==> config.mk <==
export PLATFORM = sky130hd
export DESIGN_NAME = octpd_front_flat
export DESIGN_NICKNAME = d
export VERILOG_FILES = /design/src/hdl/octpd_pkg.sv /design/src/hdl/octpd_if.sv /design/src/hdl/octpd_front.sv /design/src/flat_wrapper.sv
export SDC_FILE = /design/constraint.sdc
export NUM_CORES = 1
export LEC_CHECK = 0
export ABC_CLOCK_PERIOD_IN_PS = 12000
export BUFFER_PORTS_ARGS = -buffer_cell sky130_fd_sc_hd__buf_2
export CAP_MARGIN = 15
export CORE_ASPECT_RATIO = 0.8
export CORE_MARGIN = 1.5
export CORE_UTILIZATION = 52
export DETAILED_ROUTE_END_ITERATION = 7
export GPL_TIMING_DRIVEN = 0
export PLACE_DENSITY = 0.83
export SLEW_MARGIN = 20
export SYNTH_ARGS = -nofsm -noshare
export SYNTH_HDL_FRONTEND = slang
export SYNTH_SLANG_ARGS = --single-unit
==> constraint.sdc <==
create_clock -name clk -period 12 [get_ports clk]
set_input_delay 2.4 -clock clk [delete_from_list [all_inputs] [get_ports clk]]
set_output_delay 2.4 -clock clk [all_outputs]
set_load 0.02 [all_outputs]
==> src/hdl/octpd_pkg.sv <==
`timescale 1ns / 1ps
// ----------------------------------------------------------------------------
// octpd_pkg
// Shared types and constants of the octree point descent engine.
// ----------------------------------------------------------------------------
package octpd_pkg;

	localparam int POOL_NODES  = 4096;
	localparam int NODE_W      = $clog2(POOL_NODES);
	localparam int USED_W      = NODE_W + 1;
	localparam int DEPTH_BOUND = 15;
	localparam int DEPTH_W     = 4;
	localparam int CHILDREN    = 8;
	localparam int OCT_W       = 3;
	localparam int COORD_W     = 32;
	localparam int DATA_W      = 64;
	localparam int CFG_IDX_W   = 3;

	localparam logic [1:0] STAT_OK   = 2'd0;
	localparam logic [1:0] STAT_FULL = 2'd1;
	localparam logic [1:0] STAT_BAD  = 2'd2;

	localparam logic [CFG_IDX_W-1:0] CFG_MAX_DEPTH  = 3'd0;
	localparam logic [CFG_IDX_W-1:0] CFG_MIN_X      = 3'd1;
	localparam logic [CFG_IDX_W-1:0] CFG_MIN_Y      = 3'd2;
	localparam logic [CFG_IDX_W-1:0] CFG_MIN_Z      = 3'd3;
	localparam logic [CFG_IDX_W-1:0] CFG_MAX_X      = 3'd4;
	localparam logic [CFG_IDX_W-1:0] CFG_MAX_Y      = 3'd5;
	localparam logic [CFG_IDX_W-1:0] CFG_MAX_Z      = 3'd6;
	localparam logic [CFG_IDX_W-1:0] CFG_EMPTY_DATA = 3'd7;

	typedef enum logic [1:0] {
		OP_SPLIT  = 2'd0,
		OP_LOOKUP = 2'd1,
		OP_SET    = 2'd2,
		OP_READ   = 2'd3
	} op_t;

	typedef enum logic [2:0] {
		ST_IDLE,
		ST_DESC,
		ST_ALLOC,
		ST_STEP,
		ST_SET,
		ST_RD,
		ST_EMIT
	} st_t;

	typedef struct packed {
		logic [DEPTH_W-1:0]        max_depth;
		logic signed [COORD_W-1:0] min_x;
		logic signed [COORD_W-1:0] min_y;
		logic signed [COORD_W-1:0] min_z;
		logic signed [COORD_W-1:0] max_x;
		logic signed [COORD_W-1:0] max_y;
		logic signed [COORD_W-1:0] max_z;
		logic [DATA_W-1:0]         empty_data;
	} cfg_t;

	typedef struct packed {
		op_t                       op;
		logic signed [COORD_W-1:0] px;
		logic signed [COORD_W-1:0] py;
		logic signed [COORD_W-1:0] pz;
		logic [NODE_W-1:0]         sel;
		logic [DATA_W-1:0]         data;
	} item_t;

	typedef struct packed {
		logic pop;
	} qctl_t;

endpackage

==> src/hdl/octpd_if.sv <==
`timescale 1ns / 1ps
// ----------------------------------------------------------------------------
// octpd_in_if / octpd_out_if
// Request and response channels of the octree point descent engine.
// ----------------------------------------------------------------------------
interface octpd_in_if;
	logic               valid;
	logic               ready;
	logic [1:0]         func;
	logic signed [31:0] point_x;
	logic signed [31:0] point_y;
	logic signed [31:0] point_z;
	logic [11:0]        node_sel;
	logic [63:0]        data_in;

	modport source (output valid, func, point_x, point_y, point_z, node_sel, data_in,
		input ready);
	modport sink (input valid, func, point_x, point_y, point_z, node_sel, data_in,
		output ready);
endinterface


==> src/hdl/octpd_front.sv <==
`timescale 1ns / 1ps
// ----------------------------------------------------------------------------
// octpd_front
// Accepts request items, decodes the operation and holds them in a
// two-entry queue for the back end.
// ----------------------------------------------------------------------------
module octpd_front (
	input  logic           clk,
	input  logic           arst_n,
	octpd_in_if.sink       in_ch,
	output octpd_pkg::item_t q_item,
	input  octpd_pkg::qctl_t q_ctl_in,
	output logic           q_valid
);
	import octpd_pkg::*;

	item_t      ent_q [2];
	logic       wr_ptr_q;
	logic       rd_ptr_q;
	logic [1:0] count_q;
	logic       push;
	logic       pop;
	item_t      dec;

	always_comb begin
		dec.op   = op_t'(in_ch.func);
		dec.px   = in_ch.point_x;
		dec.py   = in_ch.point_y;
		dec.pz   = in_ch.point_z;
		dec.sel  = in_ch.node_sel;
		dec.data = in_ch.data_in;
	end

	assign in_ch.ready = (count_q != 2'd2);
	assign push        = in_ch.valid && in_ch.ready;
	assign pop         = q_ctl_in.pop && (count_q != 2'd0);
	assign q_valid     = (count_q != 2'd0);
	assign q_item      = ent_q[rd_ptr_q];

	always_ff @(posedge clk) begin
		if (push)
			ent_q[wr_ptr_q] <= dec;
	end

	always_ff @(posedge clk or negedge arst_n) begin
		if (!arst_n) begin
			wr_ptr_q <= 1'b0;
			rd_ptr_q <= 1'b0;
			count_q  <= 2'd0;
		end else begin
			if (push)
				wr_ptr_q <= ~wr_ptr_q;
			if (pop)
				rd_ptr_q <= ~rd_ptr_q;
			count_q <= count_q + {1'b0, push} - {1'b0, pop};
		end
	end
endmodule

==> src/flat_wrapper.sv <==
// flat-port wrapper written by rule: the top's interface ports become plain ports
module octpd_front_flat import octpd_pkg::*;
  (clk, arst_n, q_item, q_ctl_in, q_valid, in_ch_valid, in_ch_func, in_ch_point_x, in_ch_point_y, in_ch_point_z, in_ch_node_sel, in_ch_data_in, in_ch_ready);
  octpd_in_if in_ch_i ();
  input  logic clk;
  input  logic arst_n;
  output octpd_pkg::item_t q_item;
  input  octpd_pkg::qctl_t q_ctl_in;
  output logic q_valid;
  input wire logic [$bits(in_ch_i.valid)-1:0] in_ch_valid;
  input wire logic [$bits(in_ch_i.func)-1:0] in_ch_func;
  input wire logic [$bits(in_ch_i.point_x)-1:0] in_ch_point_x;
  input wire logic [$bits(in_ch_i.point_y)-1:0] in_ch_point_y;
  input wire logic [$bits(in_ch_i.point_z)-1:0] in_ch_point_z;
  input wire logic [$bits(in_ch_i.node_sel)-1:0] in_ch_node_sel;
  input wire logic [$bits(in_ch_i.data_in)-1:0] in_ch_data_in;
  output wire logic [$bits(in_ch_i.ready)-1:0] in_ch_ready;
  assign in_ch_i.valid = in_ch_valid;
  assign in_ch_i.func = in_ch_func;
  assign in_ch_i.point_x = in_ch_point_x;
  assign in_ch_i.point_y = in_ch_point_y;
  assign in_ch_i.point_z = in_ch_point_z;
  assign in_ch_i.node_sel = in_ch_node_sel;
  assign in_ch_i.data_in = in_ch_data_in;
  assign in_ch_ready = in_ch_i.ready;
  octpd_front u_core (.clk(clk), .arst_n(arst_n), .in_ch(in_ch_i), .q_item(q_item), .q_ctl_in(q_ctl_in), .q_valid(q_valid));
endmodule
==> impl_metrics.ini <==
[die]
die_h_um = 143
boundaryPins = 354
rows = 51
fp.dieArea_um2 = 25600
die_w_um = 178
coreArea_um2 = 24200
initial_core_util_pct = 52.8

[clock_tree]
clockBufferDepth = 3
cts.clk_slew.worst_paths_ns = 0.06
cts_made_buffers = 35
cts.sinks = 352
cts_hold_buf = 0
cts_tree = done
ctsHtreeMaxLevel = 2
clockRootBuffer = clkbuf_16
cts_repair_resize_count = 0
post_cts_buffers = 0
insertion_delay_ns = 0.50

[synth]
synth_compound_area_share_pct = 0
netlist_instances = 560
synthMuxAreaShare_pct = 15.3
syn-cell-area_um2 = 12800
synth-simple-area-share_pct = 0.254
yosys_warnings = 0
yosysSeqAreaShare_pct = 82.4
synth_top_family_by_area = multiplexers
syn_avg_cell_area_um2 = 22.9
synth_xor_area_share_pct = 0.274
yosys_register_bits = 352
syn_nets = 740
synth.distinct_cells = 16
synth_fa_ha_area_share_pct = 0.195

[global_routing]
grt_overflow = 0
grt_pass1_wl_mm = 38.5
antenna_found_initial = 3
grt_max_degree = 55
grt_pass1_vias = 7039
gr-usage-all-layers_pct = 20.2

[critical_path]
path_buf_inv = 3
crit_required_ns = 9.60
rr_endpoint = u_core.ent_q[1][115]
cp-startpoint = u_core.rd_ptr_q
reg2reg_depth = 4
timing.rr.start = u_core.count_q[1]
crit_chain = buf_4, buf_6, mux2_2, buf_2
critPathMaxStageDelay_ns = 0.40
critPathCaptureType = primary output
reg2reg_slack_ns = 9.95
crit_fanout = 10
crit_arrival_ns = 1.92
critical-path-top-delay-family = buffers and inverters
path_depth = 4
criticalPathCategory = flip-flop to primary output
start_kind = flip-flop
cp_slowest_cell = dfrtp_1

[power_and_ir_drop]
p_leak_nw = 6.14
power.density_nw_per_um2 = 260
ir_drop_v = 0.000173
power.total_mw = 4.23

[sta]
fin_crit_ns = 4.32
maxSlewViolCount = 0
finalSetupTns_ns = 0
setup_viol = 0
fin_skew_ns = 0.00689
slew_headroom_pct = 65.4
rsz0062_at_grt = false
fmax_ghz = 0.231
worst_pin_slew_ns = 0.519
hold_viol = 0
timing.final.crit_share_pct = 36.0
setup_ws_ns = 7.68

[route]
ant_nets = 0
wl_mm = 26.7
via_count = 6713
routed_via_density = 5.14
drt-initial-drc-count = 436
remaining_drc_errors = 0
drt_pass1_iterations = 4
wire_per_inst_um = 20.5

[place]
place_ws_ns = 7.99
place_congestion = 0.735
io_buffers = 353
dpl.hpwl_mm = 18.5

[status]
outcome = completed

[worst_hold_path]
whs_path_depth = 1
hold_path_class = flip-flop to flip-flop
worstHoldEndpoint = u_core.count_q[1]
min_from = u_core.count_q[1]

[cells_and_area]
num-nets-final = 1142
area_growth_pct = 27.4
final_util_pct = 67.3
drive_gt1_share_pct = 61.6

[job]
maxCapViolCount = 0
[through the flow]
step | instance area (um^2) | instances | hold WS [ns]
CTS | 16300 | 1304 | 0.514
global route | 16300 | 1304 | 0.520
global placement | 15000 | 1231 | 0.474
detailed placement | 15300 | 1243 | 0.504
finish | 16300 | 1305 | 0.514
floorplan | 12800 | 560 | 0.460
[per-layer routing]
| metal | global-route usage (%) | vias up | part of all wire, % |
|---|---|---|---|
| li1 | - | 3049 | - |
| met1 | 23.6 | 3308 | 37 |
| met2 | 34.9 | 292 | 51 |
| met3 | 7.25 | 62 | 9.9 |
| met4 | 6.62 | 2 | 2.8 |
| met5 | 0 | - | 0.045 |
[layout by cell type, fill, tap and decap left out]
| cell | instances |
|---|---|
| buf_2 | 355 |
| edfxtp_1 | 348 |
| mux2_2 | 174 |
| clkbuf_16 | 35 |
| buf_6 | 15 |
| clkinv_1 | 9 |
| clkbuf_1 | 6 |
| buf_16 | 6 |
| clkinv_2 | 5 |
| buf_12 | 5 |
| dfrtp_1 | 4 |
| inv_1 | 3 |
| xnor2_1 | 3 |
| clkinvlp_4 | 3 |
| buf_4 | 2 |
| ha_1 | 2 |
| bufinv_16 | 2 |
| diode_2 | 1 |
| nand2b_1 | 1 |
| nand2_1 | 1 |
| and3_4 | 1 |
| nor2_4 | 1 |
| or2_2 | 1 |
| and2_1 | 1 |
| xor2_1 | 1 |
| inv_6 | 1 |
| buf_8 | 1 |
[cell usage after synthesis]
library cell / n / share of area (%)
inv_1: 3 / 0.088
edfxtp_1: 348 / 82
xnor2_1: 3 / 0.21
buf_2: 2 / 0.078
nand2b_1: 1 / 0.049
and2_1: 1 / 0.049
or2_2: 1 / 0.049
dfrtp_1: 4 / 0.78
and3_1: 1 / 0.049
mux2_2: 174 / 15
buf_6: 15 / 1.3
nor2_1: 1 / 0.029
xor2_1: 1 / 0.068
ha_1: 2 / 0.20
buf_4: 2 / 0.12
nand2_1: 1 / 0.029
[layout make-up]
type	count	area (um^2)
clock buffers	41	898
fillers	1600	7930
diodes	1	2.50
multi-input cells	186	2060
repair buffers	365	2050
clock inverters	20	150
inverters	3	11.3
plain buffers	19	194
flip-flops and latches	352	10600
well taps	318	398
[power by group]
part	switching, mW	total (mW)	leakage (nW)	internal [mW]
registers	0.0643	1.74	3.28	1.68
clock network	0.434	1.01	0.505	0.579
logic	0.881	1.48	2.36	0.600
total	1.38	4.23	6.14	2.86
[state kept, by name, indices dropped and copies added, names as in the netlist]
signal and flops:
u_core.rd_ptr_q 1, u_core.ent_q 348, u_core.wr_ptr_q 1, u_core.count_q 2
[logic make-up after synthesis]
family        after synthesis
xor+xnor                    4
fa+ha+maj                   2
buf+inv                    22
flops                     352
mux                       174
simple gates                6
[worst reg2reg max path, delay by kind of cell (launching register included)]
kind,cells,cell delay (ns)
and+or+nand+nor,2,0.67
buffers and inverters,2,0.61
DFF,1,0.41
[worst max path at each step]
stage                     slack [ns]                   end
after floorplan                 1.58    u_core.ent_q[0][0]
after global placement         -2.43   u_core.ent_q[0][97]
after detailed placement        7.99  u_core.ent_q[1][163]
after CTS                       7.62            q_item[37]
after global routing            7.56            q_item[39]
final                           7.68            q_item[37]
Power figures use the tool's default switching activity.
